--- src/rtl/core/ctsd_pkg.sv ---
`timescale 1ns / 1ps
`default_nettype none
package ctsd_pkg;

  localparam int HISTORY_DEPTH    = 32;
  localparam int TICKS_PER_SECOND = 4000000;

  localparam int PTR_W = $clog2(HISTORY_DEPTH);
  localparam int CNT_W = $clog2(HISTORY_DEPTH + 1);
  localparam int DEG_W = 10 + CNT_W;
  localparam int TPS_W = $clog2(TICKS_PER_SECOND + 1);
  localparam int NUM_W = TPS_W + DEG_W;
  localparam int DEN_W = 35;
  localparam int REM_W = DEN_W + 16;

  localparam logic [10:0] ANGLE_ONE = 11'd720;
  localparam logic [10:0] ANGLE_TWO = 11'd1440;

  localparam logic [2:0] LOSS_NONE      = 3'd0;
  localparam logic [2:0] LOSS_EXPIRED   = 3'd1;
  localparam logic [2:0] LOSS_VARIATION = 3'd2;
  localparam logic [2:0] LOSS_HIGH      = 3'd3;
  localparam logic [2:0] LOSS_LOW       = 3'd4;

  typedef enum logic [1:0] {
    ACT_TRIG   = 2'd0,
    ACT_SYNC   = 2'd1,
    ACT_EXPIRY = 2'd2,
    ACT_IGNORE = 2'd3
  } act_t;

  typedef enum logic [1:0] {
    ST_NOSYNC = 2'd0,
    ST_RPM    = 2'd1,
    ST_SYNC   = 2'd2
  } sync_t;

  typedef enum logic [2:0] {
    CFG_MODE       = 3'd0,
    CFG_REQ_TEETH  = 3'd1,
    CFG_DEG_TOOTH  = 3'd2,
    CFG_RPM_WINDOW = 3'd3,
    CFG_TEETH_CYC  = 3'd4,
    CFG_MIN_RPM    = 3'd5,
    CFG_MAX_CHANGE = 3'd6
  } cfg_idx_t;

  typedef enum logic [3:0] {
    C_IDLE,
    C_DECIDE,
    C_RD_SLICE,
    C_LD_SLICE,
    C_DIV_SLICE,
    C_LD_WIN,
    C_DIV_WIN,
    C_MUL_CHK,
    C_CHK,
    C_POST,
    C_DONE
  } ctrl_state_t;

  typedef struct packed {
    logic [1:0]  action;
    logic [31:0] event_time;
  } req_t;

  typedef struct packed {
    logic [1:0]  sync_state;
    logic        position_valid;
    logic [2:0]  loss_reason;
    logic [15:0] engine_rpm;
    logic [9:0]  crank_angle;
    logic [31:0] expiry_time;
    logic [31:0] last_tooth_time;
  } res_t;

  typedef struct packed {
    logic accept;
    logic sel_win;
    logic ld_deg_slice;
    logic ld_deg_win;
    logic ld_diff;
    logic div_start;
    logic take_slice;
    logic zero_rpm;
    logic take_rpm;
    logic mul_chk;
    logic chk;
    logic post;
    logic out_load;
  } cmd_t;

  typedef struct packed {
    logic need_rpm;
    logic win_ok;
    logic div_done;
    logic out_free;
  } status_t;

endpackage
`default_nettype wire

--- src/rtl/core/ctsd_ram.sv ---
`timescale 1ns / 1ps
`default_nettype none
module ctsd_ram #(
  parameter int WIDTH = 32,
  parameter int DEPTH = 32
) (
  input  wire logic                     clk,
  input  wire logic                     we,
  input  wire logic [$clog2(DEPTH)-1:0] waddr,
  input  wire logic [WIDTH-1:0]         wdata,
  input  wire logic [$clog2(DEPTH)-1:0] raddr,
  output logic      [WIDTH-1:0]         rdata
);

  logic [WIDTH-1:0] mem [DEPTH];

  // write and registered read
  always_ff @(posedge clk) begin
    if (we) begin
      mem[waddr] <= wdata;
    end
    rdata <= mem[raddr];
  end

endmodule
`default_nettype wire

--- src/rtl/core/ctsd_div.sv ---
`timescale 1ns / 1ps
`default_nettype none
module ctsd_div
  import ctsd_pkg::*;
(
  input  wire logic             clk,
  input  wire logic             rst,
  input  wire logic             start,
  input  wire logic [NUM_W-1:0] num,
  input  wire logic [DEN_W-1:0] den,
  output logic                  done,
  output logic [15:0]           quot
);

  logic             busy;
  logic [4:0]       cnt;
  logic [REM_W-1:0] rem;
  logic [REM_W-1:0] dsh;
  logic [15:0]      q;
  logic             sat;

  // control: one saturation check, then sixteen quotient bits
  always_ff @(posedge clk) begin
    if (rst) begin
      busy <= 1'b0;
      done <= 1'b0;
      cnt  <= 5'd0;
    end else begin
      done <= 1'b0;
      if (start) begin
        busy <= 1'b1;
        cnt  <= 5'd0;
      end else if (busy) begin
        if (cnt == 5'd16) begin
          busy <= 1'b0;
          done <= 1'b1;
        end
        cnt <= cnt + 5'd1;
      end
    end
  end

  // restoring division, one bit per cycle
  always_ff @(posedge clk) begin
    if (start) begin
      rem <= REM_W'(num);
      dsh <= {den, 16'h0000};
      q   <= 16'h0000;
      sat <= 1'b0;
    end else if (busy) begin
      if (cnt == 5'd0) begin
        sat <= (rem >= dsh);
      end else if (rem >= dsh) begin
        rem <= rem - dsh;
        q   <= {q[14:0], 1'b1};
      end else begin
        q   <= {q[14:0], 1'b0};
      end
      dsh <= dsh >> 1;
    end
  end

  assign quot = sat ? 16'hFFFF : q;

endmodule
`default_nettype wire

--- src/rtl/core/ctsd_ctrl.sv ---
`timescale 1ns / 1ps
`default_nettype none
module ctsd_ctrl
  import ctsd_pkg::*;
(
  input  wire logic    clk,
  input  wire logic    rst,
  input  wire logic    req_valid,
  output logic         req_ready,
  input  wire status_t status,
  output cmd_t         cmd
);

  ctrl_state_t state, state_next;

  always_ff @(posedge clk) begin
    if (rst) begin
      state <= C_IDLE;
    end else begin
      state <= state_next;
    end
  end

  // next state
  always_comb begin
    state_next = state;
    unique case (state)
      C_IDLE:      if (req_valid) state_next = C_DECIDE;
      C_DECIDE:    state_next = status.need_rpm ? C_RD_SLICE : C_POST;
      C_RD_SLICE:  state_next = C_LD_SLICE;
      C_LD_SLICE:  state_next = C_DIV_SLICE;
      C_DIV_SLICE: begin
        if (status.div_done) state_next = status.win_ok ? C_LD_WIN : C_MUL_CHK;
      end
      C_LD_WIN:    state_next = C_DIV_WIN;
      C_DIV_WIN:   if (status.div_done) state_next = C_MUL_CHK;
      C_MUL_CHK:   state_next = C_CHK;
      C_CHK:       state_next = C_POST;
      C_POST:      state_next = C_DONE;
      C_DONE:      if (status.out_free) state_next = C_IDLE;
      default:     state_next = C_IDLE;
    endcase
  end

  // commands
  always_comb begin
    cmd       = '0;
    req_ready = 1'b0;
    unique case (state)
      C_IDLE: begin
        req_ready  = 1'b1;
        cmd.accept = req_valid;
      end
      C_DECIDE:   ;
      C_RD_SLICE: cmd.ld_deg_slice = 1'b1;
      C_LD_SLICE: begin
        cmd.ld_diff   = 1'b1;
        cmd.div_start = 1'b1;
      end
      C_DIV_SLICE: begin
        cmd.sel_win    = 1'b1;
        cmd.ld_deg_win = 1'b1;
        cmd.take_slice = status.div_done;
        cmd.zero_rpm   = status.div_done & ~status.win_ok;
      end
      C_LD_WIN:  cmd.div_start = 1'b1;
      C_DIV_WIN: cmd.take_rpm  = status.div_done;
      C_MUL_CHK: cmd.mul_chk   = 1'b1;
      C_CHK:     cmd.chk       = 1'b1;
      C_POST:    cmd.post      = 1'b1;
      C_DONE:    cmd.out_load  = status.out_free;
      default:   ;
    endcase
  end

endmodule
`default_nettype wire

--- src/rtl/core/ctsd_dp.sv ---
`timescale 1ns / 1ps
`default_nettype none
module ctsd_dp
  import ctsd_pkg::*;
(
  input  wire logic        clk,
  input  wire logic        rst,
  input  wire cmd_t        cmd,
  output status_t          status,
  input  wire req_t        req,
  output res_t             res,
  output logic             res_valid,
  input  wire logic        res_ready,
  input  wire logic        cfg_write,
  input  wire logic [2:0]  cfg_index,
  input  wire logic [15:0] cfg_data
);

  // configuration
  logic        mode;
  logic [5:0]  req_teeth;
  logic [9:0]  dpt;
  logic [5:0]  rpm_window;
  logic [7:0]  teeth_cyc;
  logic [15:0] min_rpm;
  logic [15:0] max_change;

  // decoder state
  sync_t            st;
  sync_t            old_st;
  act_t             act_reg;
  logic [CNT_W-1:0] tc;
  logic [7:0]       tss;
  logic [9:0]       angle;
  logic [15:0]      rpm;
  logic [2:0]       loss;
  logic             valid;
  logic [31:0]      expiry;
  logic [31:0]      last_time;
  logic [31:0]      t0;
  logic [PTR_W-1:0] hd;

  // working registers
  logic [DEG_W-1:0] deg;
  logic [31:0]      diff;
  logic [15:0]      slice;
  logic [32:0]      up_lim;
  logic [32:0]      lo_lim;

  logic [31:0]      rdata;
  logic [PTR_W-1:0] raddr;
  logic             push;
  logic [15:0]      quot;
  logic             div_done;

  logic [CNT_W-1:0] tc_inc;
  logic [7:0]       tss_inc;
  logic [10:0]      ang_sum;
  logic [9:0]       ang_wrap;
  logic [7:0]       w_full;
  logic [7:0]       w_m1;
  logic [31:0]      diff_cur;
  logic [NUM_W-1:0] num;
  logic [DEN_W-1:0] den;
  logic [16:0]      up_f;
  logic [16:0]      lo_f;
  logic [32:0]      s_cmp;
  logic             var_fail;

  always_comb begin
    tc_inc  = (8'(tc) < 8'(HISTORY_DEPTH)) ? tc + CNT_W'(1) : tc;
    tss_inc = (tss != 8'hFF) ? tss + 8'd1 : tss;
    ang_sum = {1'b0, angle} + {1'b0, dpt};
    if (ang_sum >= ANGLE_TWO) begin
      ang_wrap = 10'(ang_sum - ANGLE_TWO);
    end else if (ang_sum >= ANGLE_ONE) begin
      ang_wrap = 10'(ang_sum - ANGLE_ONE);
    end else begin
      ang_wrap = ang_sum[9:0];
    end
    w_full   = (8'(tc) < 8'(rpm_window)) ? 8'(tc) : 8'(rpm_window);
    w_m1     = w_full - 8'd1;
    raddr    = cmd.sel_win ? hd - w_m1[PTR_W-1:0] : hd - PTR_W'(1);
    diff_cur = t0 - rdata;
    num      = NUM_W'(TICKS_PER_SECOND) * NUM_W'(deg);
    den      = DEN_W'({diff_cur, 2'b00}) + DEN_W'({diff_cur, 1'b0});
    up_f     = 17'h10000 + 17'(max_change);
    lo_f     = 17'h10000 - 17'(max_change);
    s_cmp    = 33'({slice, 16'h0000});
    var_fail = (slice <= min_rpm) || (s_cmp > up_lim) || (s_cmp < lo_lim);
    push     = cmd.accept && (act_t'(req.action) == ACT_TRIG);
  end

  assign status.need_rpm = (act_reg == ACT_TRIG) && (st != ST_NOSYNC);
  assign status.win_ok   = (w_full > 8'd1);
  assign status.div_done = div_done;
  assign status.out_free = ~res_valid | res_ready;

  ctsd_ram #(.WIDTH(32), .DEPTH(HISTORY_DEPTH)) u_hist (
    .clk   (clk),
    .we    (push),
    .waddr (hd + PTR_W'(1)),
    .wdata (req.event_time),
    .raddr (raddr),
    .rdata (rdata)
  );

  ctsd_div u_div (
    .clk   (clk),
    .rst   (rst),
    .start (cmd.div_start),
    .num   (num),
    .den   (den),
    .done  (div_done),
    .quot  (quot)
  );

  // configuration writes
  always_ff @(posedge clk) begin
    if (rst) begin
      mode       <= 1'b0;
      req_teeth  <= 6'd4;
      dpt        <= 10'd90;
      rpm_window <= 6'd3;
      teeth_cyc  <= 8'd8;
      min_rpm    <= 16'd0;
      max_change <= 16'd32768;
    end else if (cfg_write) begin
      case (cfg_idx_t'(cfg_index))
        CFG_MODE:       mode       <= cfg_data[0];
        CFG_REQ_TEETH:  req_teeth  <= cfg_data[5:0];
        CFG_DEG_TOOTH:  dpt        <= cfg_data[9:0];
        CFG_RPM_WINDOW: rpm_window <= cfg_data[5:0];
        CFG_TEETH_CYC:  teeth_cyc  <= cfg_data[7:0];
        CFG_MIN_RPM:    min_rpm    <= cfg_data;
        CFG_MAX_CHANGE: max_change <= cfg_data;
        default:        ;
      endcase
    end
  end

  // decoder state: event intake, rpm check, final sync decision
  always_ff @(posedge clk) begin
    if (rst) begin
      st        <= ST_NOSYNC;
      old_st    <= ST_NOSYNC;
      act_reg   <= ACT_IGNORE;
      tc        <= '0;
      tss       <= 8'd0;
      angle     <= 10'd0;
      rpm       <= 16'd0;
      loss      <= LOSS_NONE;
      valid     <= 1'b0;
      expiry    <= 32'd0;
      last_time <= 32'd0;
      hd        <= '0;
    end else if (cmd.accept) begin
      act_reg <= act_t'(req.action);
      old_st  <= st;
      unique case (act_t'(req.action))
        ACT_EXPIRY: begin
          loss  <= LOSS_EXPIRED;
          valid <= 1'b0;
          st    <= ST_NOSYNC;
          tc    <= '0;
          tss   <= 8'd0;
        end
        ACT_TRIG: begin
          hd  <= hd + PTR_W'(1);
          tss <= tss_inc;
          tc  <= tc_inc;
          if (st == ST_NOSYNC && 8'(tc_inc) >= 8'(req_teeth)) begin
            st <= ST_RPM;
          end
          if (st == ST_SYNC) begin
            angle <= ang_wrap;
          end
        end
        ACT_SYNC: begin
          if (mode) begin
            if (st == ST_RPM) begin
              st    <= ST_SYNC;
              angle <= 10'd0;
            end else if (st == ST_SYNC) begin
              if (tss == teeth_cyc) begin
                angle <= 10'd0;
              end else begin
                st   <= ST_NOSYNC;
                loss <= LOSS_LOW;
              end
            end
            tss <= 8'd0;
          end
        end
        ACT_IGNORE: ;
        default:    ;
      endcase
    end else if (cmd.take_rpm) begin
      rpm <= quot;
    end else if (cmd.zero_rpm) begin
      rpm <= 16'd0;
    end else if (cmd.chk) begin
      if (var_fail) begin
        st   <= ST_NOSYNC;
        loss <= LOSS_VARIATION;
      end
      if (tss > teeth_cyc) begin
        st   <= ST_NOSYNC;
        loss <= LOSS_HIGH;
      end
      expiry <= t0 + diff + (diff >> 1);
    end else if (cmd.post) begin
      if (act_reg == ACT_TRIG || (act_reg == ACT_SYNC && mode)) begin
        if (st == ST_SYNC || (!mode && st == ST_RPM)) begin
          st        <= ST_SYNC;
          valid     <= 1'b1;
          last_time <= t0;
          if (!mode) begin
            tss <= 8'd0;
          end
        end else if (old_st == ST_SYNC) begin
          valid <= 1'b0;
          st    <= ST_NOSYNC;
          tc    <= '0;
          tss   <= 8'd0;
        end
      end
    end
  end

  // datapath working registers
  always_ff @(posedge clk) begin
    if (push) begin
      t0 <= req.event_time;
    end
    if (cmd.ld_deg_slice) begin
      deg <= DEG_W'(dpt);
    end else if (cmd.ld_deg_win) begin
      deg <= DEG_W'(dpt) * DEG_W'(w_m1[CNT_W-1:0]);
    end
    if (cmd.ld_diff) begin
      diff <= diff_cur;
    end
    if (cmd.take_slice) begin
      slice <= quot;
    end
    if (cmd.mul_chk) begin
      up_lim <= 33'(rpm) * 33'(up_f);
      lo_lim <= 33'(rpm) * 33'(lo_f);
    end
  end

  // output register
  always_ff @(posedge clk) begin
    if (rst) begin
      res_valid <= 1'b0;
    end else if (cmd.out_load) begin
      res_valid <= 1'b1;
    end else if (res_ready) begin
      res_valid <= 1'b0;
    end
  end

  always_ff @(posedge clk) begin
    if (cmd.out_load) begin
      res.sync_state      <= st;
      res.position_valid  <= valid;
      res.loss_reason     <= loss;
      res.engine_rpm      <= rpm;
      res.crank_angle     <= angle;
      res.expiry_time     <= expiry;
      res.last_tooth_time <= last_time;
    end
  end

endmodule
`default_nettype wire

--- src/rtl/core/crank_trigger_sync_decoder.sv ---
// Requests are handled one at a time: events that need no rpm update skip the divider;
// a trigger tooth with rpm known runs one or two serial divisions (tooth slice, then window).
// A new request is taken only after the previous result is loaded into the output register.
// A finished result waits in the output register while the next request enters.
// Reset (rst, synchronous, active high) clears state; tooth history is unset.
`timescale 1ns / 1ps
`default_nettype none
module crank_trigger_sync_decoder
  import ctsd_pkg::*;
(
  input  wire logic        clk,
  input  wire logic        rst,
  input  wire logic        req_valid,
  output logic             req_ready,
  input  wire req_t        req,
  output logic             res_valid,
  input  wire logic        res_ready,
  output res_t             res,
  input  wire logic        cfg_write,
  input  wire logic [2:0]  cfg_index,
  input  wire logic [15:0] cfg_data
);

  cmd_t    cmd;
  status_t status;

  ctsd_ctrl u_ctrl (
    .clk       (clk),
    .rst       (rst),
    .req_valid (req_valid),
    .req_ready (req_ready),
    .status    (status),
    .cmd       (cmd)
  );

  ctsd_dp u_dp (
    .clk       (clk),
    .rst       (rst),
    .cmd       (cmd),
    .status    (status),
    .req       (req),
    .res       (res),
    .res_valid (res_valid),
    .res_ready (res_ready),
    .cfg_write (cfg_write),
    .cfg_index (cfg_index),
    .cfg_data  (cfg_data)
  );

  // angle stays reduced
  a_angle: assert property (@(posedge clk) disable iff (rst)
    res_valid |-> (res.crank_angle < 10'd720))
    else $error("crank angle not reduced");

  // position valid only with full sync
  a_valid_sync: assert property (@(posedge clk) disable iff (rst)
    (res_valid && res.position_valid) |-> (res.sync_state == ST_SYNC))
    else $error("position valid without sync");

  // a result is never produced in the cycle after a request was possible
  a_no_early: assert property (@(posedge clk) disable iff (rst)
    $rose(res_valid) |-> !$past(req_ready))
    else $error("result loaded while idle");

endmodule
`default_nettype wire

--- config.mk ---
export PLATFORM = sky130hd
export DESIGN_NAME = crank_trigger_sync_decoder
export DESIGN_NICKNAME = d
export VERILOG_FILES = /design/src/rtl/core/ctsd_pkg.sv /design/src/rtl/core/ctsd_ram.sv /design/src/rtl/core/ctsd_div.sv /design/src/rtl/core/ctsd_ctrl.sv /design/src/rtl/core/ctsd_dp.sv /design/src/rtl/core/crank_trigger_sync_decoder.sv
export SDC_FILE = /design/constraint.sdc
export NUM_CORES = 2
export LEC_CHECK = 0
export ABC_AREA = 1
export BUFFER_PORTS_ARGS = -buffer_cell sky130_fd_sc_hd__buf_2
export CAP_MARGIN = 20
export CORE_MARGIN = 10
export CORE_UTILIZATION = 38
export CTS_BUF_LIST = sky130_fd_sc_hd__clkbuf_4
export CTS_CLUSTER_SIZE = 16
export DETAILED_ROUTE_END_ITERATION = 8
export PLACE_DENSITY = 0.64
export SYNTH_ARGS = -nofsm -noshare
export SYNTH_HDL_FRONTEND = slang
export SYNTH_SLANG_ARGS = --single-unit
--- constraint.sdc ---
create_clock -name clk -period 12.8 [get_ports clk]
set_input_delay 0.64 -clock clk [delete_from_list [all_inputs] [get_ports clk]]
set_output_delay 0.64 -clock clk [all_outputs]
set_load 0.02 [all_outputs]
==> impl_metrics.toml <==
[yosys]
netlist_top_cells_area = "edfxtp_1 41%, fa_1 11%, ha_1 7.5%"
syn_inst = 9677
ys_seq_area_share_pct = 47.0
synthArstFlopShare_pct = 0
synth_nets = 10900
yosysMostFrequentCell = "inv_1"
yosys.area.top_type = "edfxtp_1"
synth_area_per_cell_um2 = 10.1
ys.flop_type = "edfxtp_1"
netlist.area_leader.share_pct = 41.2
yosysUniqueCellTypes = 65
synth_edf_count = 1340
netlist_area_um2 = 97700
synth-seq-cells = 1626
synth_common_cells = "1,588 x inv_1, 1,351 x nand2_1, 1,340 x edfxtp_1"
synth.yosys.warnings = 0

[global_route]
grt_pass1_vias = 72400
antenna_found_initial = 21
grt_pass1_wl_um = 448000
grt_usage_pct = 20.8
grt_max_degree = 193
overflow = 0

[sta]
setup_viol = 0
rsz0062_at_grt = "false"
worst_pin_slew_ns = 1.13
min_period_ns = 7.79
hold_viol_final = 0
report.final.slew_viol_count = 0
max_freq_mhz = 128
relSlewSlack_pct = 24.8
tns_ns = 0
skew_ns = 0.136
period_share_pct = 60.8

[placement]
portBuffers = 155
hpwl_um = 204000
gp_congestion = 0.948

[routing]
viasPerCell = 5.30
wl_per_cell_um = 21.7
dr.pass1.iters = 6
first_iter_violations = 7139
routed_wl_um = 299000
routed-via-count = 72900
ant_nets = 0
drcViolationCount = 0

[layout]
reg_top3 = "u_dp.u_hist.mem: 1024 flops, u_dp.res: 96 flops"
syn_to_final_growth_pct = 10.9
drive_gt1_share_pct = 10.7
largest_register_ffs = 1024
nets = 11200
largest_register = "u_dp.u_hist.mem"

[power_and_ir_drop]
peakVddDrop_mv = 0.653
p_leak_uw = 0.0452
finalPower_uw = 23900
powerDensity_nw_per_um2 = 220

[critical_path]
crit_end = "u_dp.lo_lim[32]"
worst_r2r_startpoint = "u_dp.max_change[1]"
r2r-end = "u_dp.lo_lim[32]"
slowest_stage = "fa_1"
crit_arrival_ns = 8.73
reg2reg_depth = 30
worstSetupStartpoint = "u_dp.max_change[1]"
rrSetupSlack_ns = 5.01
max_stage_delay_ns = 0.55
endpoint_kind = "register"
cp.required_ns = 13.75
worstPathMaxFanout = 18
cp-start-kind = "register"
crit_type = "reg2reg"

[floorplanning]
die-area_um2 = 278000
fp.dieH_um = 527
ioPinCount = 156
core_area_um2 = 256000
die_w_um = 527
initial_core_util_pct = 38.1
rows = 186

[clocking]
numCtsBuffers = 420
clk_path_buf_depth = 4
htreeDepth = 5
cts_tree = "yes"
clock_latency_ns = 1.31
cts_root_buf = "clkbuf_4"
clk_pin_slew_ns = 0.06
clock_sinks = 1626

[outcome]
status = "finished, final reports clean"

[min_path]
hold_path_class = "in2reg"

[run]
cap_violations = 0
-- through the flow --
| step | setup WS (ns) | utilization (%) | hold slack [ns] | cells | instance area (µm²) |
|---|---|---|---|---|---|
| after global routing | 4.57 | 42.2 | 0.181 | 13800 | 108000 |
| final | 5.01 | 42.3 | 0.194 | 13800 | 108000 |
| after CTS | 5.11 | 42.2 | 0.0619 | 13800 | 108000 |
| after global placement | 5.00 | 39.9 | 0.414 | 12900 | 102000 |
| after floorplan | 6.21 | - | 0.403 | 9677 | 97700 |
| after detailed placement | 5.06 | 39.9 | 0.414 | 12900 | 102000 |
-- power breakdown --
group / internal, µW / switching (µW) / leakage (µW)
registers: 6100 / 210 / 0.0144
logic: 4570 / 8510 / 0.0276
clock network: 2320 / 2160 / 0.00318
total: 13000 / 10900 / 0.0452
-- kinds of logic after synthesis --
logic type,synth area share [%]
AO/OA/AOI/OAI,10.9
XOR/XNOR,1.73
buffers and inverters,7.79
multiplexers,2.62
flip-flops,47.0
adder cells (fa/ha/maj),18.6
AND/OR/NAND/NOR,11.3
-- layout make-up --
| type | instances | area, µm² |
|---|---|---|
| repair buffers | 315 | 2220 |
| multi-input cells | 6059 | 44500 |
| well taps | 3384 | 4230 |
| fillers | 24700 | 148000 |
| flip-flops and latches | 1626 | 46000 |
| clock inverters | 102 | 544 |
| clock buffers | 637 | 4780 |
| inverters | 1631 | 6130 |
| diodes | 10 | 25.0 |
-- worst min path at each step --
stage / startpoint / to / slack (ns) / depth (start not counted)
2_1_floorplan: u_dp.expiry[0] / u_dp.res[32] / 0.40 / 0
3_3_place_gp: u_dp.last_time[28] / u_dp.res[28] / 0.41 / 0
3_5_place_dp: u_dp.last_time[7] / u_dp.res[7] / 0.41 / 0
4_1_cts: cfg_write / u_dp.max_change[12] / 0.06 / 5
5_1_grt: cfg_write / u_dp.max_change[12] / 0.18 / 5
6_report: cfg_write / u_dp.max_change[12] / 0.19 / 5
-- worst max-delay path: cells and delay by family, from the launching register on --
family / cells / cell delay, ns
xor+xnor: 1 / 0.10
compound gates: 2 / 0.30
buf+inv: 7 / 0.81
flops: 1 / 0.54
fa+ha+maj: 8 / 3.67
simple gates: 12 / 2.13
-- layout by cell type (no fill, tap or decap), types with 7 or more instances in the layout --
master	synthesis	routed
nor4_1	25	25
o21ai_1	92	92
nand2_1	1351	1350
o21ai_0	559	559
o22ai_1	42	42
dlygate4sd3_1	0	71
dfxtp_1	286	286
clkinv_1	6	74
mux2i_1	256	256
a21o_1	29	29
fa_1	541	540
nand3_1	372	372
diode_2	0	10
nor2_1	593	557
nand2_2	36	37
nor3_1	63	61
a211oi_1	16	16
o21a_1	21	21
nand4_1	62	62
ha_1	584	583
inv_1	1588	1586
o21bai_1	29	29
nand3b_1	7	7
o211ai_1	298	298
a21oi_1	747	747
xnor2_1	78	77
clkbuf_4	0	637
clkinv_2	0	12
nor2_4	0	36
a21boi_1	7	7
nand2_4	35	35
or2_2	28	28
a31oi_1	18	18
buf_4	0	85
xor2_1	113	112
buf_2	35	154
edfxtp_1	1340	1340
inv_2	37	42
-- per-layer routing --
metal	GRT usage (%)	routed length [µm]
met5	0	126
met4	8.28	12300
met3	3.74	24300
met2	33.0	135000
met1	28.2	127000
-- what timing repair did --
item                       in CTS  in global routing
hold buffers                   71                  0
setup endpoints to repair       0                  0
resized for setup               0                  0
hold endpoints to repair     1164                  0
setup buffers                   0                  0
No activity file was read; power rests on OpenSTA's default activity.
